<file path="config.mk">
export PLATFORM = sky130hd
export DESIGN_NAME = qslerp_front
export DESIGN_NICKNAME = d
export VERILOG_FILES = /design/src/design/qslerp_pkg.sv /design/src/design/qslerp_front.sv
export SDC_FILE = /design/constraint.sdc
export NUM_CORES = 2
export LEC_CHECK = 0
export BUFFER_PORTS_ARGS = -buffer_cell sky130_fd_sc_hd__buf_2
export CORE_ASPECT_RATIO = 1.2
export CORE_UTILIZATION = 50
export CTS_CLUSTER_DIAMETER = 40
export CTS_CLUSTER_SIZE = 16
export DETAILED_ROUTE_END_ITERATION = 8
export GPL_TIMING_DRIVEN = 0
export PLACE_DENSITY = 0.75
export SYNTH_ARGS = -nofsm -noshare
export SYNTH_HDL_FRONTEND = slang
export SYNTH_SLANG_ARGS = --single-unit
</file>
<file path="constraint.sdc">
create_clock -name clk -period 43.6 [get_ports clk]
set_clock_uncertainty 0.05 [all_clocks]
set_input_delay 6.54 -clock clk [delete_from_list [all_inputs] [get_ports clk]]
set_output_delay 6.54 -clock clk [all_outputs]
set_load 0.005 [all_outputs]
</file>
<file path="src/design/qslerp_pkg.sv">
package qslerp_pkg;

  localparam int FRAC_BITS = 14;
  localparam int D_SHIFT = 30 - 2 * FRAC_BITS;
  localparam int CW = 36;
  localparam int DW = 72;
  localparam int QW = 41;
  localparam int WW = 43;

  localparam logic [32:0] D_MAX = 33'(64'd1 << (30 - D_SHIFT));
  localparam logic [63:0] Q60 = 64'd1 << 60;
  localparam logic signed [CW-1:0] Q30_ONE = CW'(64'sd1073741824);
  localparam logic signed [CW-1:0] Q30_PI = CW'(64'sd3373259426);
  localparam logic signed [CW-1:0] Q30_HALF_PI = CW'(64'sd1686629713);
  localparam logic [QW-1:0] WLIMIT = QW'(64'd1 << 40);

  typedef struct packed {
    logic [3:0][15:0] a;
    logic [3:0][15:0] b;
    logic [16:0]      t;
    logic [32:0]      mag;
    logic             flip;
    logic             linear;
  } q_item_t;

  typedef struct packed {
    logic [3:0][15:0] r;
    logic             took_linear;
  } r_item_t;

  typedef struct packed {
    logic signed [CW-1:0] x;
    logic signed [CW-1:0] y;
    logic signed [CW-1:0] z;
  } cw_t;

  typedef struct packed {
    logic [DW-1:0] rem;
    logic [QW-1:0] q;
    logic          ovf;
    logic          neg;
  } dv_t;

  function automatic logic signed [CW-1:0] atan_step(input int i);
    logic signed [CW-1:0] v;
    case (i)
      0: v = CW'(843314857);
      1: v = CW'(497837829);
      2: v = CW'(263043837);
      3: v = CW'(133525159);
      4: v = CW'(67021687);
      5: v = CW'(33543516);
      6: v = CW'(16775851);
      7: v = CW'(8388437);
      8: v = CW'(4194283);
      9: v = CW'(2097149);
      default: v = (i <= 30) ? CW'(64'd1 << (30 - i)) : '0;
    endcase
    return v;
  endfunction

  function automatic logic signed [CW-1:0] fold_angle(input logic signed [CW-1:0] ang);
    logic signed [CW-1:0] r;
    r = ang;
    if (ang > Q30_HALF_PI) begin
      r = Q30_PI - ang;
    end else if (ang < -Q30_HALF_PI) begin
      r = -Q30_PI - ang;
    end
    return r;
  endfunction

  function automatic cw_t vec_step(input cw_t c, input int i);
    cw_t r;
    logic signed [CW-1:0] x, y, z, dx, dy, at;
    x = c.x;
    y = c.y;
    z = c.z;
    dx = y >>> i;
    dy = x >>> i;
    at = atan_step(i);
    if (y > 0) begin
      r.x = x + dx;
      r.y = y - dy;
      r.z = z + at;
    end else begin
      r.x = x - dx;
      r.y = y + dy;
      r.z = z - at;
    end
    return r;
  endfunction

  function automatic cw_t rot_step(input cw_t c, input int i);
    cw_t r;
    logic signed [CW-1:0] x, y, z, dx, dy, at;
    x = c.x;
    y = c.y;
    z = c.z;
    dx = y >>> i;
    dy = x >>> i;
    at = atan_step(i);
    if (z >= 0) begin
      r.x = x - dx;
      r.y = y + dy;
      r.z = z - at;
    end else begin
      r.x = x + dx;
      r.y = y - dy;
      r.z = z + at;
    end
    return r;
  endfunction

  function automatic dv_t div_step(input dv_t l, input logic [CW-1:0] den, input int k);
    dv_t r;
    logic [DW-1:0] dk;
    r = l;
    dk = DW'(den) << k;
    if (l.rem >= dk) begin
      r.rem = l.rem - dk;
      r.q[k] = 1'b1;
    end
    return r;
  endfunction

  function automatic logic signed [WW-1:0] sine_weight(input dv_t l);
    logic [QW-1:0] m;
    logic signed [WW-1:0] w;
    m = (l.ovf || l.q > WLIMIT) ? WLIMIT : l.q;
    w = $signed(WW'(m));
    return l.neg ? -w : w;
  endfunction

endpackage

</file>
<file path="src/design/qslerp_front.sv">
module qslerp_front (
  input  logic                 clk,
  input  logic                 rst,
  input  logic                 push,
  output logic                 full,
  input  logic [3:0][15:0]     a,
  input  logic [3:0][15:0]     b,
  input  logic [16:0]          t,
  input  logic [14:0]          near_threshold,
  output qslerp_pkg::q_item_t  q_data,
  output logic                 q_wr,
  input  logic                 q_full
);
  import qslerp_pkg::*;

  logic f_valid;
  logic signed [31:0] prod [4];
  logic [3:0][15:0] fa;
  logic [3:0][15:0] fb;
  logic [16:0] ft;
  logic signed [33:0] dot;
  logic [32:0] mag_c;

  assign full = f_valid && q_full;
  assign q_wr = f_valid && !q_full;

  always_ff @(posedge clk) begin
    if (rst) begin
      f_valid <= 1'b0;
    end else if (!full) begin
      f_valid <= push;
    end
  end

  always_ff @(posedge clk) begin
    if (push && !full) begin
      fa <= a;
      fb <= b;
      ft <= t;
      for (int k = 0; k < 4; k++) begin
        prod[k] <= $signed(a[k]) * $signed(b[k]);
      end
    end
  end

  always_comb begin
    dot = '0;
    for (int k = 0; k < 4; k++) begin
      dot = dot + 34'(prod[k]);
    end
    mag_c = dot[33] ? 33'(-dot) : 33'(dot);
  end

  assign q_data = '{a: fa, b: fb, t: ft, mag: mag_c, flip: dot[33],
                    linear: mag_c > 33'({near_threshold, {FRAC_BITS{1'b0}}})};

endmodule

</file>
# After elaboration in Yosys (flattened, before gate mapping)
# Memories as Yosys holds them, arrays and structs flattened.
# Index checks and enable logic that the tools add are counted.
dict set report classes {
  shifts 0
  n_reduce_logical 5
  order_cmp 1
  multipliers 4
  mux 3
  bitwise 0
  eq_ne 0
  add_sub_neg 4
  n_div 0
}
# cell n
set op_table {}
lappend op_table {{multiplier 16 x 16 -> 32 bit} 4}
lappend op_table {{adder 33 x 32 -> 34 bit} 1}
lappend op_table {{adder 34 x 32 -> 34 bit} 1}
lappend op_table {{adder 32 x 32 -> 33 bit} 1}
lappend op_table {{> comparator 33 x 29 -> 1 bit} 1}
lappend op_table {{two-way mux 33 bit} 1}
lappend op_table {{negation 33 bit} 1}
lappend op_table {{logical AND 1 bit} 3}
lappend op_table {{logical NOT 1 bit} 2}
lappend op_table {{two-way mux 1 bit} 2}
dict set report word_totals {
  latch_bits 0
  elab_cells 28
  in_bits 164
  n_memories 1
  out_inout_bits 182
  mem_bits_ro 0
  reg_bits 146
  ramBits 128
}
# name words word_bits rd rd_ports_with_merged_regs wr line_no
set mem_list {}
lappend mem_list {prod 4 32 4 0 4 qslerp_front.sv:17} ;# logic signed [31:0] prod [4];

# Depth between registers and ports, before layout
dict set report depth {
  ltp_word 6
  mapped_depth 29
  depth_no_buf 28
}

# Least setup slack after synthesis
# Ideal clock, no wire load.
dict set report synth_path {
  kind {input to register}
  start {in q_full}
  end {reg ft[0], enable pin}
  setup_time_ns 0.945
  t_required_ns 42.605
  slack_ns 23.842
  arrival_time_ns 18.763
  stages 2
  n_path_buf 0
  path_cell_list {and2_1 -> nor2b_1}
}
dict set report synth_between {
  elab_chain_cells 3
}
# element line_no
set synth_lines {}
lappend synth_lines {{start, declared} qslerp_front.sv:12} ;# input logic q_full
lappend synth_lines {{logical AND 1 bit} qslerp_front.sv:24} ;# assign full = f_valid && q_full;
lappend synth_lines {{logical NOT 1 bit} qslerp_front.sv:36} ;# if (push && !full) begin
lappend synth_lines {{logical AND 1 bit} qslerp_front.sv:36}
lappend synth_lines {{end signal, assigned} qslerp_front.sv:39} ;# ft <= t;
lappend synth_lines {{end, declared} qslerp_front.sv:20} ;# logic [16:0] ft;
# No other way between the ends.
# A chain may end at the register's enable or synchronous reset.

==> results.txt <==
The run finished with clean final reports. For the number of nets with antenna violations after detailed routing, the log shows 0. Timing analysis after detailed placement gives a worst setup slack of 27.76 ns. The total number of clock tree sinks came out at 274. The logs give 0 for the final setup violation count and 37.01 ns for the endpoint required time on the critical path. The count of buffers added on input and output ports is 345.

The clock passes through at most 3 buffers. For this run, the post-layout net count is 7,298. The critical setup path kind is reg -> out. From synthesis to final layout, the design area changed by 10.27%. Slew at the pin closest to its max-slew limit: 1.340 ns.

After clock tree synthesis, the repair step resized 0 gates. The run gives 40.41k as the number of global-route vias before repair. Summed over all instances, the cell type with the most area after synthesis is fa_1.

Among all flip-flop cells after synthesis, the most frequent one is edfxtp_1. The first global-routing pass estimated 218.7 mm of wire. The number of enable-type register cells in the synthesized netlist was 273.

In this run the horizontal extent of the chip is 297.1 µm. STA puts the critical path data arrival time at 9.50 ns. The total track usage is 0.2670. Ranked by instance count, the synthesized netlist is headed by 1,290 x inv_1, 1,113 x fa_1, 646 x nand2_1. The run gives 1 as the number of antenna violations at the first check in global routing. The startpoint class of the critical path is a flip-flop. The tightest min-delay check is of the reg -> reg type. After clock tree synthesis, the clock-pin slew on the worst setup and hold paths is 0.06 ns.

Counting stages on the worst path, the most repeated cell is inv_1. After floorplanning, the core was sized to cover 0.1033 mm². The tools report the start of the worst register-to-register path as f_valid.

The number of cells traversed by the worst hold path was 3. The async set-or-reset flop fraction in the synthesized netlist works out to 0. The time the final worst path needs with I/O delays and setup was 16.09 ns. The slowest cell on the critical path is nor4_1.

The floorplan step defined a die boundary enclosing 0.1058 mm². The number of nets in the synthesized netlist is 6,895. The core occupancy in the finished layout is 0.5579, and the cts-stage hold buffer count is 0.

The tools report the count of final max-slew check failures as 0. In this run the most critical hold path is launched from f_valid. The cell area that synthesis handed to floorplanning was 0.05226 mm².

The average via count per standard cell was 5.284. The tree is rooted in a clkbuf_16. The run gives 6 as the count of TritonRoute iterations in the first routing pass.

The total overflow left after global routing is 0. TritonCTS built the clock tree. The final layout contains routed wiring with a total length of 135.3 mm. The tools report the routed via count as 37.30k. The repair_antennas step left the layout with diodes totalling 0. By area the synthesized netlist is led by fa_1 43%, edfxtp_1 16%, inv_1 9.3%. The DRC marker count from the first detailed-route iteration was 2,051; the routability-driven placement congestion ratio was 0.9809. Share of the yosys chip area belonging to registers: 0.1572. Initial core utilization: 0.5059.

The total negative setup slack came out at 0 ns. The total DRC errors in the routed layout was 0. Each instance of the synthesized netlist takes up on average 9.972 µm². The number of failing hold endpoints at the final stage was 0. The number of placement rows is 129, and the worst stage delay on the critical path is 1.13 ns. At the later pin of the worst-skew pair, clock insertion delay measures 0.64 ns.

The count of cell types in the netlist came out at 86. The number of clock buffers added by TritonCTS is 47. The maximum fanout count along the critical path was 10.

The worst slew margin relative to its limit was 0.09816; the count of cells along the worst register-to-register path was 5. The logs give 0 for the number of warnings printed during yosys synthesis and 27.51 ns for the final worst slack. The final clock period utilization by the worst path is 0.3691, and the largest net degree at the start of global routing is 36. Across the run, the number of max-cap violations was 0. For the buffers inserted during post-CTS setup optimization, the log shows 0. The run gives 2 as the depth of the CTS H-tree.

The highest achievable clock rate is 0.06214 GHz. Layout cell share with drive strength beyond 1: 0.08323. The worst setup path is captured at a primary output. The die is 356.2 µm tall. The wire length per cell was 19.18 µm. The count of mapped cells out of synthesis was 5,241. The path with the worst hold slack has its endpoint at f_valid.

By instance count, the leading cell after synthesis is inv_1. In this run the register-to-register setup slack is 41.17 ns. The fraction of synthesized cell area taken by the top area cell type is 0.4263.

Final hold analysis gives a worst-case slack of 0.6257 ns. The run gives 346 as the I/O pin total. In this run the critical register-to-register path is captured at q_data[129].

Setup repair after global routing left no endpoint under its margin. The HPWL after detailed placement is 114.2 mm. Counting flops and latches in the post-synthesis netlist gives 274.
## cells in the final DEF, fill, tap and decap left out, types with 6 or more instances in the layout
cell and count:
a211o_1 6, a211oi_1 9, a21o_1 65, a21oi_1 123
a311oi_1 6, a31oi_1 10, and2_1 412, and3_1 21
and4_1 7, buf_12 8, buf_2 347, bufinv_16 6
clkbuf_1 152, clkbuf_16 47, edfxtp_1 273, fa_1 1113
ha_1 377, inv_1 1290, inv_6 7, inv_8 10
nand2_1 646, nand2b_1 79, nand3_1 30, nand4_1 16
nor2_1 87, nor2b_1 15, nor3_1 21, nor4_1 8
o211ai_1 12, o21a_1 29, o21ai_0 84, o21bai_1 24
or2_2 7, or3_1 10, xnor2_1 143, xor2_1 52
## kinds of logic after synthesis
group | after synthesis | synth area share
AO/OA/AOI/OAI | 449 | 0.05798
flip-flops | 274 | 0.1572
adder cells (fa/ha/maj) | 1490 | 0.5166
multiplexers | 6 | 0.001221
XOR/XNOR | 195 | 0.03268
buffers and inverters | 1445 | 0.1039
AND/OR/NAND/NOR | 1382 | 0.1304
## metal layers
| layer | vias to the layer above | track usage | part of all wire |
|---|---|---|---|
| li1 | 16680 | - | - |
| met1 | 18980 | 0.3376 | 0.39 |
| met2 | 1350 | 0.4567 | 0.49 |
| met3 | 292 | 0.04281 | 0.071 |
| met4 | 0 | 0.1120 | 0.047 |
| met5 | - | 0 | 0 |
## worst max-delay path: cells and delay by family (launching register included)
| family | cells | cell delay [ns] |
|---|---|---|
| DFF | 1 | 0.34 |
| xor gates and xnor gates | 1 | 0.53 |
| buffers and inverters | 8 | 1.76 |
| adders and majority gates | 5 | 1.89 |
| AOI/OAI and AO/OA | 7 | 2.29 |
| and+or+nand+nor | 5 | 2.03 |
## cell type report
class                   instances  area, µm²
fillers                      9083      45670
multi-input cells            3522      38620
flip-flops and latches        274       8218
inverters                    1290       4842
repair buffers                354       1892
well taps                    1375       1720
clock buffers                  47       1176
plain buffers                 155      586.8
clock inverters                41      570.5
## metrics by stage
step,cells,cell area (µm²)
final,7058,57630
after floorplan,5241,52260
after detailed placement,6970,55880
after global placement,6961,55710
after global routing,7058,57630
after CTS,7058,57630
## worst max-delay path by stage
stage                                 start          end  slack, ns  depth (start not counted)
after floorplan                      q_full        ft[0]      23.84                          2
after global placement               q_full  q_data[128]      18.22                          3
after detailed placement  near_threshold[9]    q_data[0]      27.76                          9
after CTS                 near_threshold[9]    q_data[0]      27.73                          9
after global routing             prod[0][1]    q_data[0]      27.17                         26
final                            prod[0][1]    q_data[0]      27.51                         26
## registers in the layout, summed over array words and instances (netlist names)
| register | count |
|---|---|
| ft | 17 |
| q_data | 128 |
| f_valid | 1 |
| prod | 128 |
Power is not shown: default switching activity piles up to over one toggle a cycle in this logic, so the estimate is an artifact.
