==> src/design/qslerp_fifo.sv <==
module qslerp_fifo #(
  parameter int WIDTH = 8,
  parameter int DEPTH = 4
) (
  input  logic             clk,
  input  logic             rst,
  input  logic             wr_en,
  input  logic [WIDTH-1:0] wr_data,
  output logic             full,
  input  logic             rd_en,
  output logic [WIDTH-1:0] rd_data,
  output logic             empty
);
  localparam int AW = (DEPTH > 1) ? $clog2(DEPTH) : 1;

  logic [WIDTH-1:0] mem [DEPTH];
  logic [AW-1:0] wr_ptr;
  logic [AW-1:0] rd_ptr;
  logic [AW:0] count;

  assign full = (count == (AW + 1)'(DEPTH));
  assign empty = (count == '0);
  assign rd_data = mem[rd_ptr];

  always_ff @(posedge clk) begin
    if (wr_en) begin
      mem[wr_ptr] <= wr_data;
    end
  end

  always_ff @(posedge clk) begin
    if (rst) begin
      wr_ptr <= '0;
      rd_ptr <= '0;
      count <= '0;
    end else begin
      if (wr_en) begin
        wr_ptr <= (wr_ptr == AW'(DEPTH - 1)) ? '0 : wr_ptr + 1'b1;
      end
      if (rd_en) begin
        rd_ptr <= (rd_ptr == AW'(DEPTH - 1)) ? '0 : rd_ptr + 1'b1;
      end
      case ({wr_en, rd_en})
        2'b10:   count <= count + 1'b1;
        2'b01:   count <= count - 1'b1;
        default: count <= count;
      endcase
    end
  end

endmodule

==> config.mk <==
export PLATFORM = sky130hd
export DESIGN_NAME = qslerp_fifo
export DESIGN_NICKNAME = d
export VERILOG_FILES = /design/src/design/qslerp_fifo.sv
export SDC_FILE = /design/constraint.sdc
export NUM_CORES = 1
export LEC_CHECK = 0
export BUFFER_PORTS_ARGS = -buffer_cell sky130_fd_sc_hd__buf_2
export CAP_MARGIN = 20
export CORE_ASPECT_RATIO = 1.1
export CORE_MARGIN = 2
export CORE_UTILIZATION = 40
export DETAILED_ROUTE_END_ITERATION = 16
export GPL_TIMING_DRIVEN = 0
export RECOVER_POWER = 100
export SYNTH_ARGS = -nofsm -noshare
export SYNTH_HDL_FRONTEND = slang
export SYNTH_SLANG_ARGS = --single-unit
==> constraint.sdc <==
create_clock -name clk -period 3.3 [get_ports clk]
set_clock_uncertainty 0.05 [all_clocks]
set_input_delay 0.66 -clock clk [delete_from_list [all_inputs] [get_ports clk]]
set_output_delay 0.66 -clock clk [all_outputs]
set_load 0.03 [all_outputs]
### Word level (Yosys, flattened, before mapping)

Memories as Yosys holds them, arrays and structs flattened. A register that Yosys moved wholly into a read port is not among the register bits.
Index checks and enable logic that the tools add are counted.

| cells by class | value |
|---|---|
| add/sub/neg operators | 4 |
| equality and inequality tests | 5 |
| muxes and demuxes | 7 |
| reductions and logical operators | 2 |

Operators by type and width:

| cell | number |
|---|---|
| $mux 2 | 4 |
| $eq 2x2->1 const B | 3 |
| $pmux 3 s2 | 1 |
| $add 2x1->2 const B | 2 |
| $add 3x1->3 const B | 1 |
| $eq 3x3->1 const B | 1 |
| $logic_not 3->1 | 1 |
| $sub 3x1->3 const B | 1 |
| $eq 2x1->1 const B | 1 |
| $mux 1 | 2 |
| $reduce_bool 2->1 | 1 |

| storage, ports and cells | value |
|---|---|
| bits in registers | 7 |
| RAM bits | 32 |
| output and inout port bits | 10 |
| logic and storage cells | 22 |
| memories | 1 |

Memory list:

| name | depth | width | read ports | clocked after Yosys merged registers in | write ports | RTL line | RTL |
|---|---|---|---|---|---|---|---|
| mem | 4 | 8 | 1 | 1 | 1 | 16 | `logic [WIDTH-1:0] mem [DEPTH];` |

### Longest topological paths before layout

Gate-level depths: netlist (run 1).

| logic depth | value |
|---|---|
| depth in word-level cells | 4 |
| gate-level depth with buffers | 7 |
| mapped depth without buffers | 7 |

### Worst setup path after synthesis (run 1)

No wires, ideal clock.

| timing path | value |
|---|---|
| path kind | in2reg |
| from | in wr_en |
| to | reg count[2] |
| library setup time | 0.070 ns |
| arrival time | 1.858 ns |
| data required time | 3.180 ns |
| slack | 1.322 ns |
| stages | 7 |
| path buffers | 0 |
| cells stage by stage | inv_1 -> ha_1 -> inv_1 -> fa_1 -> xor2_1 -> or3_1 -> a21oi_1 |

| between the ends | value |
|---|---|
| word-level cells in the longest chain between the ends | 2 |
| elaborated cells between the ends (all ways) | 4 |

RTL lines:

| what | RTL line | RTL |
|---|---|---|
| start, declared | 7 | `input logic wr_en,` |
| $eq 2x1->1 / $eq 2x2->1 (equally long branches) | 43 | `case ({wr_en, rd_en})` |
| $pmux 3 s2 / $reduce_bool 2->1 (equally long branches) | - |  |
| end signal, assigned | 44 | `2'b10: count <= count + 1'b1;` |
| end signal, assigned | 45 | `2'b01: count <= count - 1'b1;` |
| end signal, assigned | 46 | `default: count <= count;` |
| end, declared | 19 | `logic [AW:0] count;` |

Several ways; a longest one is shown, not always the timed one.
A chain may end at the register's enable or synchronous reset.

==> flow_summary.yaml, run 1 <==
run_status:
  status: "finished clean"
worst_setup_path:
  cp_num_buf_inv: 2
  crit_path_end_kind: "output pin"
  cp-start-kind: "flop"
  critPathKind: "flop to output pin"
  worstPathArrival_ps: 1530
  slowest_stage: "mux4_2"
  crit_chain: "buf_6 > mux4_2 > clkbuf_1"
  cpPeakStageDelay_ps: 520
  critPathRequiredTime_ps: 2590
  crit_family: "multiplexers"
  crit_fanout: 8
yosys:
  ys_ff_latch: 41
  synth_area_um2: 1610
  synth_edf_count: 32
  synthFlopType: "edfxtp_1"
  yosysUniqueCellTypes: 18
  syn_nets: 109
  yosysTopAreaCell: "edfxtp_1"
  yosysSeqAreaShare_pct: 71.1
  synth.top_cell.area_share_pct: 59.9
  avgSynthCellArea_um2: 17.8
  synth.area.top_cells: "edfxtp_1, dfxtp_1, mux4_2"
  synth_cells: 90
  yosys_warnings: 0
  netlist_top_cells_count: "edfxtp_1, dfxtp_1, mux4_2, inv_1, nor2_1"
  synthArstFlopShare_pct: 0
  post-synth-top-count-cell: "edfxtp_1"
finish:
  syn_to_final_growth_pct: 14.6
  seqCellArea_um2: 1140
  drive_gt1_share_pct: 17.6
  n_antenna_cell: 0
  num-nets-final: 137
  n_fill_cell: 357
  multi_input_area_um2: 422
min_path:
  hold_path_class: "flop to flop"
route:
  firstDrtPassIters: 4
  postRouteAntennaNets: 0
  wl_per_cell_um: 14.7
  routed_via_density: 4.77
  num_vias: 816
  first_iter_violations: 34
  wirelength_mm: 2.52
  drc_errors: 0
clock_tree:
  clk_latency_ps: 290
  clk_path_buf_depth: 2
  cts-htree-levels: 2
  cts_root_buf: "clkbuf_8"
  cts_setup_buffers: 0
  numCtsBuffers: 5
  cts_num_sinks: 41
  cts_tree: "yes"
  postCtsHoldBufs: 0
  path_clk_slew_ps: 70
  cts_resized: 0
placement:
  place_congestion: 0.691
  port_buffers: 21
  hpwl_mm: 1.75
  pre_cts_ws_ps: 1020
floorplanning:
  initial_core_util_pct: 41.1
  rows: 24
  fp.dieArea_um2: 4540
  coreArea_um2: 3900
  die_x_um: 64.4
  num_io_pins: 22
  fp.dieH_um: 70.4
sta:
  hold_violations: 0
  setup_ws_ps: 1060
  fmaxAchievable_ghz: 0.447
  timing.final.crit_share_pct: 67.8
  slew_violations: 0
  rsz0062_at_grt: "no"
  final.setup.tns_ps: 0
  min_period_ps: 2240
  setup_violations: 0
  slew_headroom_pct: 55.4
  max_slew.worst_pin.slew_ps: 668
global_routing:
  grt_pass1_vias: 876
  grt_pass1_wl_mm: 4.18
  antenna_found_initial: 0
  grt.overflow.total: 0
  grt.total_usage_pct: 12.8
  grt_max_degree: 14
power:
  power_leakage_nw: 0.634
  ir_worst_vdd_v: 0.000310
  p_per_area_nw_per_um2: 567
  power_mw: 1.04
flow_run:
  drv_cap: 0
## worst min-delay path, cell delays in order, from the launching register on
cell and delay [ps]:
dfxtp_1 330, o21ai_0 70, a21oi_1 60
## path summary, 6_finish.rpt
path                  from          to  slack (ps)  depth (start not counted)
setup / recovery      flop  rd_data[2]        1060                          3
hold / removal    count[2]    count[2]         460                          2
setup reg to reg  count[0]    count[2]        1660                          5
hold reg to reg   count[2]    count[2]         460                          2
## cells in the final DEF, fill, tap and decap left out
cell type    n
ha_1         6
or3_1        1
clkbuf_1    18
and2_0       4
buf_6        1
clkinv_2     2
inv_1        7
nor2_1       7
clkbuf_8     5
xor2_1       2
clkinvlp_4   1
o21ai_0      1
nor3b_1      2
and3_1       1
fa_1         1
mux2i_1      2
a21oi_1      4
buf_2        3
nor3_1       1
edfxtp_1    32
clkbuf_2     1
dfxtp_1      9
mux4_2       8
## flip-flops by register name, indices dropped and copies added (netlist names), named ones only
name / cells
mem: 32
rd_ptr: 2
count: 3
wr_ptr: 2
## cells by family after synthesis
logic type,after synthesis,share of synthesized area [%]
xor gates and xnor gates,2,1.09
AOI/OAI and AO/OA,5,1.56
and+or+nand+nor,16,5.22
buffers and inverters,9,2.65
muxes,10,12.5
adders and majority gates,7,5.92
DFF,41,71.1
## layout make-up
cell class / count / share of cell area, %
plain buffers: 2 / 0.884
multi-input cells: 40 / 22.9
well taps: 52 / 3.54
clock inverters: 3 / 0.952
clock buffers: 5 / 3.74
inverters: 7 / 1.43
flip-flops and latches: 41 / 62.0
repair buffers: 21 / 4.49
## stage by stage
step / hold WS, ps / util (%) / area (µm²) / cells
floorplan: 411 / - / 1610 / 90
global placement: 431 / 45.5 / 1780 / 163
detailed placement: 452 / 45.5 / 1780 / 163
CTS: 464 / 47.7 / 1860 / 171
global route: 513 / 47.1 / 1840 / 171
finish: 464 / 47.1 / 1840 / 171
## where the power goes
group | total (mW) | switching (mW) | internal [mW]
logic | 0.137 | 0.0886 | 0.0484
clock network | 0.311 | 0.165 | 0.146
registers | 0.595 | 0.0115 | 0.583
## layer usage
metal | up-vias | GRT usage (%) | routed length, µm
li1 | 391 | - | -
met1 | 401 | 15.1 | 1080
met2 | 22 | 21.5 | 1310
met3 | 2 | 4.35 | 114
met4 | 0 | 4.96 | 12
met5 | - | 0 | 0
No activity file was read; power rests on OpenSTA's default activity.
==> inputs of run 2 (changes only) <==
clock period = 1.9 ns   (was 3.3 ns; I/O delays follow)
==> flow_summary.yaml, run 2 (synthesized netlist as in run 1, its figures left out) <==
run_status:
  status: "finished clean"
sta:
  slew_headroom_pct: 55.8
  setup_violations: 0
  max_slew.worst_pin.slew_ps: 662
  slew_violations: 0
  min_period_ps: 1870
  timing.final.crit_share_pct: 98.6
  fmaxAchievable_ghz: 0.534
  rsz0062_at_grt: "yes"
  hold_violations: 0
finish:
  n_antenna_cell: 0
  syn_to_final_growth_pct: 18.9
  utilization_pct: 48.9
  n_fill_cell: 350
  drive_gt1_share_pct: 24.4
  reg_top3: "mem x32, count x3"
  num-nets-final: 137
  largest_reg_flops: 32
  mostFrequentLayoutCells: "edfxtp_1, clkbuf_1, mux4_2, dfxtp_1, buf_6"
  regMostFlops: "mem"
  final_common_cell: "edfxtp_1"
worst_setup_path:
  crit_chain: "buf_12 > mux4_2 > buf_6"
  slowest_stage: "mux4_2"
  critPathKind: "flop to output pin"
  crit_fanout: 8
  worstPathArrival_ps: 1440
  cp_num_buf_inv: 2
  crit_path_end_kind: "output pin"
  critPathRequiredTime_ps: 1470
  cpPeakStageDelay_ps: 520
  crit_family: "multiplexers"
  cp-start-kind: "flop"
floorplanning:
  rows: 24
  die_x_um: 64.4
  coreArea_um2: 3900
  num_io_pins: 22
  fp.dieH_um: 70.4
  initial_core_util_pct: 41.1
  fp.dieArea_um2: 4540
clock_tree:
  numCtsBuffers: 5
  clk_path_buf_depth: 2
  cts_root_buf: "clkbuf_8"
  postCtsHoldBufs: 0
  cts_tree: "yes"
  clk_latency_ps: 280
  cts_num_sinks: 41
  cts-htree-levels: 2
  path_clk_slew_ps: 70
global_routing:
  use_met3_pct: 4.35
  use_met1_pct: 14.9
  grt_max_degree: 14
  top_usage_layer: "met2"
  grt_pass1_wl_mm: 4.16
  antenna_found_initial: 0
  grt_pass1_vias: 873
  grt_use_met2_pct: 21.5
  grt.overflow.total: 0
  grt.total_usage_pct: 12.7
route:
  num_vias: 819
  postRouteAntennaNets: 0
  wirelength_mm: 2.52
  routed_via_density: 4.79
  wl_per_cell_um: 14.7
  first_iter_violations: 30
  firstDrtPassIters: 3
  drc_errors: 0
flow_run:
  drv_cap: 0
placement:
  place_congestion: 0.691
  port_buffers: 21
  hpwl_mm: 1.75
power:
  power_mw: 1.85
  p_per_area_nw_per_um2: 970
  ir_worst_vdd_v: 0.000540
  power_leakage_nw: 0.673
min_path:
  hold_path_class: "input pin to flop"
run 2: report_power, final:
part | switching (mW) | total [mW] | internal (mW) | leakage [nW]
Clock | 0.287 | 0.541 | 0.253 | 0.0439
Combinational | 0.158 | 0.277 | 0.119 | 0.261
Sequential | 0.0206 | 1.03 | 1.01 | 0.368
run 2: cell type report:
cell class,instances,area [µm²],share of cell area (%)
Inverter,7,26.3,1.38
Clock inverter,3,17.5,0.918
Tap cell,52,65.1,3.41
Sequential cell,41,1140,59.9
Buffer,2,25.0,1.31
Timing Repair Buffer,21,141,7.41
Clock buffer,5,68.8,3.61
Multi-Input combinational cell,40,422,22.1
run 2: worst paths after layout:
| kind | start | end | slack [ps] | depth (start not counted) |
|---|---|---|---|---|
| setup / recovery | flop | rd_data[2] | 30 | 3 |
| hold / removal | wr_data[3] | mem[1][3] | 300 | 1 |
| setup reg to reg | count[0] | count[2] | 270 | 5 |
| hold reg to reg | count[2] | count[2] | 460 | 2 |
run 2: worst register-to-register path, stage by stage, from the launching register on:
cell,delay (ps)
dfxtp_1,380
inv_1,90
fa_1,430
xor2_1,160
or3_1,310
a21oi_1,150
run 2: timing repair:
| item | CTS | global route |
|---|---|---|
| setup endpoints to repair | 8 | 8 |
| pin swaps | 0 | 0 |
| setup buffers | 0 | 0 |
| resized for setup | 8 | 16 |
run 2: layer usage:
layer | up-vias | wire length (µm)
met3 | 2 | 129
met4 | 0 | 12
met5 | - | 0
met2 | 23 | 1340
li1 | 392 | -
met1 | 402 | 1040
run 2: per-stage QoR:
| step | instances | TNS (ps) | setup slack, ps | hold slack (ps) | area (µm²) |
|---|---|---|---|---|---|
| 6_report | 171 | 0 | 26.4 | 295 | 1910 |
| 3_5_place_dp | 163 | -103 | -103 | 452 | 1780 |
| 3_3_place_gp | 163 | -9.37 | -9.37 | 431 | 1780 |
| 4_1_cts | 171 | 0 | 3.68 | 245 | 1890 |
| 5_1_grt | 171 | -17.4 | -15.0 | 300 | 1910 |
| 2_1_floorplan | 90 | 0 | 202 | 399 | 1610 |
==> inputs of run 3 (changes only) <==
CTS_BUF_LIST = sky130_fd_sc_hd__clkbuf_8   (was not set)
REMOVE_ABC_BUFFERS = 1   (was not set)
==> flow_summary.yaml, run 3 (synthesized netlist as in run 1, its figures left out) <==
run_status:
  status: "finished clean"
floorplanning:
  fp.dieH_um: 70.4
  num_io_pins: 22
  rows: 24
  fp.dieArea_um2: 4540
  initial_core_util_pct: 41.1
  die_x_um: 64.4
  coreArea_um2: 3900
clock_tree:
  cts_tree: "yes"
  clk_path_buf_depth: 2
  numCtsBuffers: 5
  clk_latency_ps: 280
  cts_num_sinks: 41
  postCtsHoldBufs: 0
  cts_root_buf: "clkbuf_8"
  cts-htree-levels: 2
  path_clk_slew_ps: 70
route:
  postRouteAntennaNets: 0
  first_iter_violations: 46
  num_vias: 810
  drc_errors: 0
  firstDrtPassIters: 4
  wirelength_mm: 2.41
  routed_via_density: 4.79
  wl_per_cell_um: 14.3
finish:
  largest_reg_flops: 32
  drive_gt1_share_pct: 22.2
  regMostFlops: "mem"
  stdcell_count: 169
  n_fill_cell: 358
  seqCellArea_um2: 1140
  num-nets-final: 135
  reg_top3: "mem x32, count x3"
  final_common_cell: "edfxtp_1"
  multi_input_area_um2: 422
  mostFrequentLayoutCells: "edfxtp_1, clkbuf_1"
  syn_to_final_growth_pct: 18.8
  n_antenna_cell: 0
worst_setup_path:
  worstPathArrival_ps: 1420
  crit_fanout: 8
  critPathKind: "flop to output pin"
  critPathRequiredTime_ps: 1470
  cp_num_buf_inv: 1
  rrSetupSlack_ps: 290
  r2r-start: "count[0]"
  crit_chain: "mux4_2 > buf_6"
  reg2reg_to: "count[2]"
  crit_path_end_kind: "output pin"
  crit_family: "multiplexers"
  cpPeakStageDelay_ps: 530
  rr_worst_depth: 5
  slowest_stage: "mux4_2"
  cp-start-kind: "flop"
global_routing:
  antenna_found_initial: 0
  grt_max_degree: 14
  grt.overflow.total: 0
  grt_use_met2_pct: 20.9
  use_met1_pct: 13.3
  grt_pass1_vias: 902
  grt.total_usage_pct: 12.2
  use_met3_pct: 4.99
  top_usage_layer: "met2"
  grt_pass1_wl_mm: 4.09
power:
  p_per_area_nw_per_um2: 1030
  ir_worst_vdd_v: 0.000416
  power_mw: 1.96
  power_leakage_nw: 0.676
min_path:
  min_to: "count[2]"
  min-delay-start: "rst"
  whs_path_depth: 2
  hold_path_class: "input pin to flop"
placement:
  pre_cts_ws_ps: -50.4
  hpwl_mm: 1.70
  place_congestion: 0.669
  dp_cells: 161
  port_buffers: 21
sta:
  min_period_ps: 1850
  final.setup.tns_ps: 0
  fmaxAchievable_ghz: 0.541
  hold_violations: 0
  rsz0062_at_grt: "yes"
  setup_violations: 0
  setup_ws_ps: 52.2
  timing.final.crit_share_pct: 97.3
  max_slew.worst_pin.slew_ps: 639
  slew_violations: 0
  hold-worst-slack_ps: 297
  slew_headroom_pct: 57.4
flow_run:
  drv_cap: 0
## run 3: worst max-delay path by stage
stage / slack [ps] / endpoint / cells past startpoint
floorplan: 200 / count[2] / 7
global placement: -50 / rd_data[2] / 2
detailed placement: -50 / count[2] / 8
CTS: 0.3 / rd_data[3] / 2
global route: -30 / rd_data[4] / 2
finish: 50 / rd_data[3] / 2
## run 3: metal layers
metal,vias up,wire (µm)
li1,388,-
met1,398,973
met3,5,118
met2,19,1270
met4,0,51
met5,-,0
## run 3: timing repair
action | 4_1_cts | 5_1_grt
buffers inserted | 0 | 0
gates resized for setup | 2 | 24
endpoints found under the setup margin | 8 | 8
## run 3: power by group
group          internal [mW]  switching [mW]  leakage [nW]  total (mW)
Sequential              1.01          0.0310         0.369        1.04
Combinational          0.112           0.144         0.248       0.256
Clock                  0.384           0.275        0.0593       0.659
## run 3: per-stage QoR
stage	cell area [µm²]	utilization, %
after floorplan	1590	-
after global placement	1760	45.1
after detailed placement	1760	45.1
after CTS	1870	47.9
after global routing	1910	48.8
final	1910	48.8
## run 3: area by class of cell
type                    count  share of cell area, %
flip-flops and latches     41                   60.0
well taps                  52                   3.41
multi-input cells          40                   22.1
inverters                   7                   1.38
clock buffers               5                   3.61
repair buffers             21                   7.41
clock inverters             3                   2.03
